**src/rtl/fevt_pkg.sv**
```systemverilog
// ----------------------------------------------------------------------------
// fevt_pkg: shared types and constants
// Payload structs, configuration layout and result codes for the frame
// energy voice activity trigger.
// ----------------------------------------------------------------------------
package fevt_pkg;

    localparam int SAMPLE_W = 16;
    localparam int SQ_W     = 31;   // square of a 16-bit sample fits in 31 bits
    localparam int ACC_W    = 40;
    localparam int OCNT_W   = 10;
    localparam int THR_W    = 31;
    localparam int CTR_W    = 4;
    localparam int CFG_IDX_W = 2;

    // Result codes
    localparam logic [1:0] EV_ACTIVE = 2'd0;
    localparam logic [1:0] EV_WAKE   = 2'd1;
    localparam logic [1:0] EV_REPORT = 2'd2;
    localparam logic [1:0] EV_SILENT = 2'd3;

    // Configuration register indexes
    localparam logic [CFG_IDX_W-1:0] CFG_THRESHOLD = 2'd0;
    localparam logic [CFG_IDX_W-1:0] CFG_TRIGGER   = 2'd1;
    localparam logic [CFG_IDX_W-1:0] CFG_SILENCE   = 2'd2;
    localparam logic [CFG_IDX_W-1:0] CFG_REPORT    = 2'd3;

    // Configuration reset values
    localparam logic [THR_W-1:0] THR_RST     = 31'd250000;
    localparam logic [CTR_W-1:0] TRIGGER_RST = 4'd3;
    localparam logic [CTR_W-1:0] SILENCE_RST = 4'd2;
    localparam logic [CTR_W-1:0] REPORT_RST  = 4'd10;

    typedef struct packed {
        logic signed [SAMPLE_W-1:0] sample;
        logic                       frame_end;
    } in_t;

    typedef struct packed {
        logic [1:0]        event_res;
        logic [ACC_W-1:0]  energy_sum;
        logic [OCNT_W-1:0] frame_count;
    } out_t;

    typedef struct packed {
        logic [THR_W-1:0] threshold_squared;
        logic [CTR_W-1:0] trigger_frames;
        logic [CTR_W-1:0] silence_frames;
        logic [CTR_W-1:0] report_interval;
    } cfg_t;

    // Frame queue status seen by both sides
    typedef struct packed {
        logic full;
        logic empty;
    } q_stat_t;

endpackage

```
**src/rtl/fevt_front.sv**
```systemverilog
// ----------------------------------------------------------------------------
// fevt_front: sample front end
// Squares each sample, counts and accumulates the frame, and pushes one
// frame record (saturated energy sum, sample count) on the last sample.
// ----------------------------------------------------------------------------
module fevt_front #(
    parameter int FRAME_MAX = 512,
    parameter int CNT_W     = $clog2(FRAME_MAX + 1)
) (
    input  logic                                   clk,
    input  logic                                   rst_n,
    input  logic                                   item_valid,
    output logic                                   item_ready,
    input  fevt_pkg::in_t                          item,
    input  fevt_pkg::q_stat_t                      q_stat,
    output logic                                   push,
    output logic [fevt_pkg::ACC_W+CNT_W-1:0]       push_data
);

    localparam logic [CNT_W-1:0] CNT_LIMIT = CNT_W'(FRAME_MAX);
    localparam logic [fevt_pkg::ACC_W-1:0] ACC_MAX = '1;

    logic [CNT_W-1:0]            cnt_reg, cnt_next;
    logic                        a_valid_reg, a_valid_next;
    logic [fevt_pkg::SQ_W-1:0]   a_sq_reg;
    logic [CNT_W-1:0]            a_cnt_reg;
    logic                        a_last_reg;
    logic [fevt_pkg::ACC_W-1:0]  acc_reg, acc_next;

    logic                        accept;
    logic                        b_fire;
    logic signed [31:0]          square;
    logic [CNT_W-1:0]            cnt_inc;
    logic                        last;
    logic [fevt_pkg::ACC_W:0]    acc_sum;
    logic [fevt_pkg::ACC_W-1:0]  acc_sat;

    // Square the sample and find the frame end
    always_comb
    begin
        square  = item.sample * item.sample;
        cnt_inc = cnt_reg + CNT_W'(1);
        last    = item.frame_end || (cnt_inc >= CNT_LIMIT);
    end

    // Stage B drains stage A unless a frame record meets a full queue
    assign b_fire     = a_valid_reg && (!a_last_reg || !q_stat.full);
    assign item_ready = !a_valid_reg || b_fire;
    assign accept     = item_valid && item_ready;

    // Saturating accumulate
    always_comb
    begin
        acc_sum = {1'b0, acc_reg} + (fevt_pkg::ACC_W + 1)'(a_sq_reg);
        acc_sat = acc_sum[fevt_pkg::ACC_W] ? ACC_MAX : acc_sum[fevt_pkg::ACC_W-1:0];
    end

    assign push      = b_fire && a_last_reg;
    assign push_data = {acc_sat, a_cnt_reg};

    // Next state for counters and stage valid
    always_comb
    begin
        cnt_next     = cnt_reg;
        a_valid_next = a_valid_reg;
        acc_next     = acc_reg;
        if (accept)
        begin
            cnt_next = last ? '0 : cnt_inc;
        end
        if (accept)
        begin
            a_valid_next = 1'b1;
        end
        else if (b_fire)
        begin
            a_valid_next = 1'b0;
        end
        if (b_fire)
        begin
            acc_next = a_last_reg ? '0 : acc_sat;
        end
    end

    always_ff @(posedge clk or negedge rst_n)
    begin
        if (!rst_n)
        begin
            cnt_reg     <= '0;
            a_valid_reg <= 1'b0;
            acc_reg     <= '0;
        end
        else
        begin
            cnt_reg     <= cnt_next;
            a_valid_reg <= a_valid_next;
            acc_reg     <= acc_next;
        end
    end

    // Hold the squared sample for the accumulate stage
    always_ff @(posedge clk)
    begin
        if (accept)
        begin
            a_sq_reg   <= square[fevt_pkg::SQ_W-1:0];
            a_cnt_reg  <= cnt_inc;
            a_last_reg <= last;
        end
    end

    a_acc_clear: assert property (@(posedge clk) disable iff (!rst_n)
        (b_fire && a_last_reg) |=> (acc_reg == '0))
        else $error("accumulator not cleared after frame end");

    a_cnt_bound: assert property (@(posedge clk) disable iff (!rst_n)
        (cnt_reg < CNT_LIMIT))
        else $error("sample counter reached frame limit");

endmodule

```
**src/rtl/fevt_queue.sv**
```systemverilog
// ----------------------------------------------------------------------------
// fevt_queue: frame record queue
// Two-entry register queue between the front end and the decision stage.
// ----------------------------------------------------------------------------
module fevt_queue #(
    parameter int DATA_W = 50
) (
    input  logic                 clk,
    input  logic                 rst_n,
    input  logic                 push,
    input  logic [DATA_W-1:0]    push_data,
    input  logic                 pop,
    output logic [DATA_W-1:0]    pop_data,
    output fevt_pkg::q_stat_t    q_stat
);

    logic [DATA_W-1:0] mem_reg [2];
    logic              wr_ptr_reg, wr_ptr_next;
    logic              rd_ptr_reg, rd_ptr_next;
    logic [1:0]        fill_reg, fill_next;

    assign q_stat.full  = fill_reg[1];
    assign q_stat.empty = (fill_reg == 2'd0);
    assign pop_data     = mem_reg[rd_ptr_reg];

    // Advance pointers and fill level
    always_comb
    begin
        wr_ptr_next = wr_ptr_reg ^ push;
        rd_ptr_next = rd_ptr_reg ^ pop;
        fill_next   = fill_reg;
        if (push && !pop)
        begin
            fill_next = fill_reg + 2'd1;
        end
        else if (pop && !push)
        begin
            fill_next = fill_reg - 2'd1;
        end
    end

    always_ff @(posedge clk or negedge rst_n)
    begin
        if (!rst_n)
        begin
            wr_ptr_reg <= 1'b0;
            rd_ptr_reg <= 1'b0;
            fill_reg   <= 2'd0;
        end
        else
        begin
            wr_ptr_reg <= wr_ptr_next;
            rd_ptr_reg <= rd_ptr_next;
            fill_reg   <= fill_next;
        end
    end

    always_ff @(posedge clk)
    begin
        if (push)
        begin
            mem_reg[wr_ptr_reg] <= push_data;
        end
    end

    a_no_overflow: assert property (@(posedge clk) disable iff (!rst_n)
        !(push && q_stat.full))
        else $error("push into full frame queue");

    a_no_underflow: assert property (@(posedge clk) disable iff (!rst_n)
        !(pop && q_stat.empty))
        else $error("pop from empty frame queue");

endmodule

```
**src/rtl/fevt_back.sv**
```systemverilog
// ----------------------------------------------------------------------------
// fevt_back: frame decision stage
// Multiplies the threshold by the frame count, compares against the energy
// sum, updates the sustain, quiet and report counters and holds the result.
// ----------------------------------------------------------------------------
module fevt_back #(
    parameter int CNT_W = 10
) (
    input  logic                               clk,
    input  logic                               rst_n,
    input  fevt_pkg::cfg_t                     cfg,
    input  fevt_pkg::q_stat_t                  q_stat,
    input  logic [fevt_pkg::ACC_W+CNT_W-1:0]   pop_data,
    output logic                               pop,
    output logic                               res_valid,
    input  logic                               res_ready,
    output fevt_pkg::out_t                     res
);

    localparam int PROD_W = fevt_pkg::THR_W + CNT_W;
    localparam int CMP_W  = (PROD_W > fevt_pkg::ACC_W) ? PROD_W : fevt_pkg::ACC_W;
    localparam int CTR_W  = fevt_pkg::CTR_W;

    logic                        c_valid_reg, c_valid_next;
    logic [PROD_W-1:0]           c_prod_reg;
    logic [fevt_pkg::ACC_W-1:0]  c_sum_reg;
    logic [CNT_W-1:0]            c_cnt_reg;

    logic                        out_valid_reg, out_valid_next;
    fevt_pkg::out_t              out_reg, out_next;

    logic [CTR_W-1:0]            sus_reg, sus_next;
    logic [CTR_W-1:0]            quiet_reg, quiet_next;
    logic [CTR_W-1:0]            rep_reg, rep_next;

    logic                        d_fire;
    logic                        active;
    logic [CTR_W-1:0]            sus_inc;
    logic [CTR_W-1:0]            quiet_inc;
    logic [CTR_W-1:0]            rep_inc;
    logic [1:0]                  ev;

    // Decision stage moves when the output register is free or drained
    assign d_fire    = c_valid_reg && (!out_valid_reg || res_ready);
    assign pop       = !q_stat.empty && (!c_valid_reg || d_fire);
    assign res_valid = out_valid_reg;
    assign res       = out_reg;

    // Frame decision and counter updates
    always_comb
    begin
        active    = CMP_W'(c_sum_reg) > CMP_W'(c_prod_reg);
        sus_inc   = sus_reg + CTR_W'(1);
        quiet_inc = (quiet_reg < cfg.silence_frames) ? quiet_reg + CTR_W'(1) : quiet_reg;
        rep_inc   = rep_reg + CTR_W'(1);
        sus_next   = sus_reg;
        quiet_next = quiet_reg;
        rep_next   = rep_reg;
        ev         = fevt_pkg::EV_ACTIVE;
        if (active)
        begin
            quiet_next = '0;
            if (sus_inc >= cfg.trigger_frames)
            begin
                sus_next = '0;
                ev       = fevt_pkg::EV_WAKE;
            end
            else
            begin
                sus_next = sus_inc;
                ev       = fevt_pkg::EV_ACTIVE;
            end
        end
        else
        begin
            quiet_next = quiet_inc;
            if (quiet_inc >= cfg.silence_frames)
            begin
                sus_next = '0;
            end
            if (rep_inc >= cfg.report_interval)
            begin
                rep_next = '0;
                ev       = fevt_pkg::EV_REPORT;
            end
            else
            begin
                rep_next = rep_inc;
                ev       = fevt_pkg::EV_SILENT;
            end
        end
        out_next.event_res   = ev;
        out_next.energy_sum  = c_sum_reg;
        out_next.frame_count = fevt_pkg::OCNT_W'(c_cnt_reg);
    end

    // Stage and output valid flags
    always_comb
    begin
        c_valid_next   = c_valid_reg;
        out_valid_next = out_valid_reg;
        if (pop)
        begin
            c_valid_next = 1'b1;
        end
        else if (d_fire)
        begin
            c_valid_next = 1'b0;
        end
        if (d_fire)
        begin
            out_valid_next = 1'b1;
        end
        else if (res_ready)
        begin
            out_valid_next = 1'b0;
        end
    end

    always_ff @(posedge clk or negedge rst_n)
    begin
        if (!rst_n)
        begin
            c_valid_reg   <= 1'b0;
            out_valid_reg <= 1'b0;
            sus_reg       <= '0;
            quiet_reg     <= '0;
            rep_reg       <= '0;
        end
        else
        begin
            c_valid_reg   <= c_valid_next;
            out_valid_reg <= out_valid_next;
            if (d_fire)
            begin
                sus_reg   <= sus_next;
                quiet_reg <= quiet_next;
                rep_reg   <= rep_next;
            end
        end
    end

    // Register the threshold product and the frame record
    always_ff @(posedge clk)
    begin
        if (pop)
        begin
            c_prod_reg <= PROD_W'(cfg.threshold_squared) * PROD_W'(pop_data[CNT_W-1:0]);
            c_sum_reg  <= pop_data[fevt_pkg::ACC_W+CNT_W-1:CNT_W];
            c_cnt_reg  <= pop_data[CNT_W-1:0];
        end
        if (d_fire)
        begin
            out_reg <= out_next;
        end
    end

    a_wake_clears: assert property (@(posedge clk) disable iff (!rst_n)
        (d_fire && (ev == fevt_pkg::EV_WAKE)) |=> (sus_reg == '0))
        else $error("sustain counter not cleared on wake");

    a_active_quiet: assert property (@(posedge clk) disable iff (!rst_n)
        (d_fire && active) |=> (quiet_reg == '0))
        else $error("quiet counter not cleared on active frame");

endmodule

```
**src/rtl/frame_energy_vad_trigger.sv**
```systemverilog
// ----------------------------------------------------------------------------
// frame_energy_vad_trigger: frame energy voice activity trigger
// Accumulates per-frame sample energy and emits one event per frame.
// ----------------------------------------------------------------------------
// Usage:
//   item channel (item_valid/item_ready/item) takes one signed 16-bit sample
//   per request with a frame_end mark; a frame also closes on its FRAME_MAX-th
//   sample. res channel (res_valid/res_ready/res) gives one result per frame:
//   event code, saturated energy sum and sample count.
//   Configuration: write cfg_data to register cfg_index while cfg_we is high;
//   write only while no frame is in flight.
// Throughput: one sample per cycle unless a finished frame meets a full queue,
//   and one frame result per cycle for one-sample frames while res_ready stays
//   high; set by the single square-accumulate in the front end and the single
//   compare-and-update in the decision stage. Path: the last sample is
//   accumulated and pushed, popped with the threshold product, then decided.
// Reset: counters, accumulator and queue clear; registers take their
//   defaults. A stalled receiver fills the output register, the decision stage
//   and the two-entry frame queue; samples keep flowing until a finished frame
//   meets a full queue.
// ----------------------------------------------------------------------------
module frame_energy_vad_trigger #(
    parameter int FRAME_MAX = 512
) (
    input  logic                                clk,
    input  logic                                rst_n,
    input  logic                                item_valid,
    output logic                                item_ready,
    input  fevt_pkg::in_t                       item,
    output logic                                res_valid,
    input  logic                                res_ready,
    output fevt_pkg::out_t                      res,
    input  logic                                cfg_we,
    input  logic [fevt_pkg::CFG_IDX_W-1:0]      cfg_index,
    input  logic [fevt_pkg::THR_W-1:0]          cfg_data
);

    localparam int CNT_W = $clog2(FRAME_MAX + 1);
    localparam int REC_W = fevt_pkg::ACC_W + CNT_W;

    fevt_pkg::cfg_t    cfg_reg, cfg_next;
    fevt_pkg::q_stat_t q_stat;
    logic              push;
    logic [REC_W-1:0]  push_data;
    logic              pop;
    logic [REC_W-1:0]  pop_data;

    // Decode configuration writes
    always_comb
    begin
        cfg_next = cfg_reg;
        if (cfg_we)
        begin
            case (cfg_index)
                fevt_pkg::CFG_THRESHOLD: cfg_next.threshold_squared = cfg_data;
                fevt_pkg::CFG_TRIGGER:
                    cfg_next.trigger_frames = cfg_data[fevt_pkg::CTR_W-1:0];
                fevt_pkg::CFG_SILENCE:
                    cfg_next.silence_frames = cfg_data[fevt_pkg::CTR_W-1:0];
                fevt_pkg::CFG_REPORT:
                    cfg_next.report_interval = cfg_data[fevt_pkg::CTR_W-1:0];
                default: cfg_next = cfg_reg;
            endcase
        end
    end

    always_ff @(posedge clk or negedge rst_n)
    begin
        if (!rst_n)
        begin
            cfg_reg.threshold_squared <= fevt_pkg::THR_RST;
            cfg_reg.trigger_frames    <= fevt_pkg::TRIGGER_RST;
            cfg_reg.silence_frames    <= fevt_pkg::SILENCE_RST;
            cfg_reg.report_interval   <= fevt_pkg::REPORT_RST;
        end
        else
        begin
            cfg_reg <= cfg_next;
        end
    end

    fevt_front #(
        .FRAME_MAX (FRAME_MAX),
        .CNT_W     (CNT_W)
    ) u_front (
        .clk        (clk),
        .rst_n      (rst_n),
        .item_valid (item_valid),
        .item_ready (item_ready),
        .item       (item),
        .q_stat     (q_stat),
        .push       (push),
        .push_data  (push_data)
    );

    fevt_queue #(
        .DATA_W (REC_W)
    ) u_queue (
        .clk       (clk),
        .rst_n     (rst_n),
        .push      (push),
        .push_data (push_data),
        .pop       (pop),
        .pop_data  (pop_data),
        .q_stat    (q_stat)
    );

    fevt_back #(
        .CNT_W (CNT_W)
    ) u_back (
        .clk       (clk),
        .rst_n     (rst_n),
        .cfg       (cfg_reg),
        .q_stat    (q_stat),
        .pop_data  (pop_data),
        .pop       (pop),
        .res_valid (res_valid),
        .res_ready (res_ready),
        .res       (res)
    );

endmodule
```
**config.mk**
```make
export PLATFORM = sky130hd
export DESIGN_NAME = frame_energy_vad_trigger
export DESIGN_NICKNAME = d
export VERILOG_FILES = /design/src/rtl/fevt_pkg.sv /design/src/rtl/fevt_front.sv /design/src/rtl/fevt_queue.sv /design/src/rtl/fevt_back.sv /design/src/rtl/frame_energy_vad_trigger.sv
export SDC_FILE = /design/constraint.sdc
export NUM_CORES = 2
export LEC_CHECK = 0
export BUFFER_PORTS_ARGS = -buffer_cell sky130_fd_sc_hd__clkbuf_2
export CAP_MARGIN = 20
export CORE_MARGIN = 2
export CORE_UTILIZATION = 65
export DETAILED_ROUTE_END_ITERATION = 12
export PLACE_DENSITY = 0.91
export SLEW_MARGIN = 40
export SYNTH_ARGS = -nofsm -noshare
export SYNTH_HDL_FRONTEND = slang
export SYNTH_SLANG_ARGS = --single-unit
```
**constraint.sdc**
```tcl
create_clock -name clk -period 8.65 [get_ports clk]
set_clock_uncertainty 0.1 [all_clocks]
set_input_delay 1.73 -clock clk [delete_from_list [all_inputs] [get_ports clk]]
set_output_delay 1.73 -clock clk [all_outputs]
set_load 0.03 [all_outputs]
```
==> flow_summary.json <==
{
  "status": "completed",
  "yosysWarnings": 0,
  "yosysMostFrequentCell": "inv_1",
  "num_io_pins": 109,
  "grt_usage_pct": 29.0,
  "hold_viol": 0,
  "grt_pass1_wl_mm": 130,
  "nNetsFinal": 4044,
  "crit_top_cell": "fa_1",
  "rrSetupSlack_ns": 1.23,
  "fp-row-count": 85,
  "cp.arrival_ns": 7.79,
  "vias": 23500,
  "synthTopCellsByArea": "fa_1, edfxtp_1, ha_1",
  "min_period_over_period_pct": 87.3,
  "slew_viol_final": 0,
  "cp_max_fo": 15,
  "holdPathEnd": "u_back.res[5]",
  "largest_register_ff_count": 100,
  "coreArea_um2": 53800,
  "hold_buffers": 0,
  "synthTopCellsByCount": "inv_1, fa_1, nand2_1, edfxtp_1, ha_1",
  "dominantRegCellSynth": "edfxtp_1",
  "drive_gt1_share_pct": 11.2,
  "postRouteWirelength_mm": 77.8,
  "rr_startpoint": "u_queue.rd_ptr_reg",
  "post-route-min-period_ns": 7.55,
  "crit_type": "in2reg",
  "setup.worst_path.start_class": "input port",
  "die_width_um": 237,
  "clkTransAtPathRegs_ns": 0.06,
  "yosysTopAreaCell": "fa_1",
  "place_hpwl_mm": 58.3,
  "drtIter0Drc": 2098,
  "wl_per_cell_um": 19.4,
  "cts_root_buf": "clkbuf_16",
  "initial_core_util_pct": 65.7,
  "synth-seq-cells": 396,
  "antenna_cells": 0,
  "async_flop_share_pct": 28.3,
  "post_cts_buffers": 0,
  "antenna_left": 0,
  "cp.buffers_inverters": 5,
  "cts_buffers": 41,
  "cts_resized": 0,
  "antenna_found_initial": 0,
  "r2r_end": "u_back.c_prod_reg[35]",
  "clk_path_buf_depth": 3,
  "final_core_util_pct": 70.4,
  "yosysTopAreaCellShare_pct": 26.0,
  "syn_to_final_growth_pct": 7.13,
  "holdCritPathClass": "reg2reg",
  "cts_tree": "built",
  "max_cap_viol_count": 0,
  "slowest_delay_ns": 0.52,
  "die_area_um2": 56300,
  "grt_setup_unrepaired": "no",
  "place.gp.congestion": 0.925,
  "io_buffers": 108,
  "worst-r2r-cell-count": 21,
  "h-tree-depth": 2,
  "cp.required_ns": 8.89,
  "overflow": 0,
  "clock.fmax_mhz": 132,
  "path_delay_family": "adder cells",
  "die_h_um": 237,
  "routed_via_density": 5.88,
  "clkLatencyLatePin_ns": 0.60,
  "synthDistinctLibCells": 93,
  "drc": 0,
  "min_from": "u_back.c_cnt_reg[5]",
  "syn-num-nets": 3990,
  "slew_headroom_pct": 46.6,
  "drt_first_pass_iters": 7,
  "synth_cells": 3221,
  "critPathSlowestCell": "fa_1",
  "tightest_slew_ns": 0.796,
  "avgSynthCellArea_um2": 11.0,
  "synth.cell_area_um2": 35300,
  "setup-tns-final_ns": 0,
  "grt_pass1_vias": 25100,
  "synth-edff-count": 284,
  "worstPathCellList": "clkbuf_2 -> inv_1 -> nor2_1 -> ha_1 -> xor2_1 -> fa_1 -> fa_1 -> inv_1 -> fa_1 -> fa_1 -> inv_1 -> fa_1 -> inv_1 -> ha_1 -> a21o_1 -> a21oi_1 -> nor2b_1 -> a311oi_2 -> o21ai_1 -> o41ai_2 -> o21bai_1 -> a21oi_1 -> xnor2_1",
  "grt_max_degree": 79,
  "final-setup-viol-count": 0,
  "clkSinkCount": 396,
  "min_path_cells": 0,
  "end_kind": "register",
  "ys_seq_area_share_pct": 32.1
}
## area by class of cell
cell class	instances	area, um2
Clock buffer	48	1060
Clock inverter	28	358
Fill cell	3484	16000
Inverter	591	2220
Multi-Input combinational cell	2123	21300
Sequential cell	396	11300
Tap cell	696	871
Timing Repair Buffer	122	656
## worst register-to-register path: stages, from the launching register on
cell and delay (ns):
dfrtp_2 0.65, mux2_2 0.78, nand2_1 0.23, fa_1 0.58
inv_1 0.06, fa_1 0.48, fa_1 0.52, fa_1 0.54
inv_1 0.06, fa_1 0.48, inv_1 0.04, ha_1 0.38
and4_1 0.28, nor3b_1 0.35, nand2_1 0.11, o211ai_2 0.29
a31oi_4 0.17, o21ai_2 0.22, a31oi_1 0.23, o21bai_1 0.22
a21oi_1 0.13, xnor2_1 0.32
## worst max-delay path by stage
stage | to | startpoint | cells past startpoint
2_1_floorplan | u_front.a_sq_reg[30] | item[16] | 23
3_3_place_gp | u_front.a_sq_reg[24] | item[4] | 23
3_5_place_dp | u_front.a_sq_reg[24] | item[4] | 23
4_1_cts | u_front.a_sq_reg[24] | item[4] | 23
5_1_grt | u_front.a_sq_reg[24] | item[13] | 23
6_report | u_front.a_sq_reg[24] | item[4] | 23
## metrics by stage
stage / worst slack, ns / hold slack [ns] / instances / instance area (um2)
3_5_place_dp: 0.542 / 0.305 / 3928 / 36400
3_3_place_gp: 0.737 / 0.302 / 3928 / 36400
5_1_grt: 0.877 / 0.327 / 4004 / 37900
4_1_cts: 1.17 / 0.318 / 4004 / 37900
2_1_floorplan: 1.04 / 0.300 / 3221 / 35300
6_report: 1.10 / 0.317 / 4004 / 37900
## kinds of logic after synthesis
group | after synthesis | synth area share, %
buffers and inverters | 702 | 7.55
AND/OR/NAND/NOR | 787 | 10.9
flip-flops | 396 | 32.1
multiplexers | 102 | 3.25
adder cells (fa/ha/maj) | 714 | 35.0
AO/OA/AOI/OAI | 392 | 7.99
XOR/XNOR | 128 | 3.17
## routing by layer
metal  up-vias  routed length (um)  GRT usage (%)  part of all wire [%]
met2      1064               39400           50.6                    51
met1     11800               29800           36.9                    38
met4         0                2840           10.5                   3.6
met5         -                   0              0                     0
met3       214                5770           4.80                   7.4
li1      10500                   -              -                     -
## placed cells by master, fill, tap and decap left out, drive strengths merged, types with 31 or more instances in the layout
cell type  instances
a21o              68
a21oi             94
and2             192
clkbuf           155
dfrtp            100
edfxtp           284
fa               459
ha               255
inv              597
mux2             101
nand2            338
nand3             31
nor2             109
o21ai             75
xnor2             94
xor2              34
Power is not shown: default switching activity piles up to over one toggle a cycle in this logic, so the estimate is an artifact.
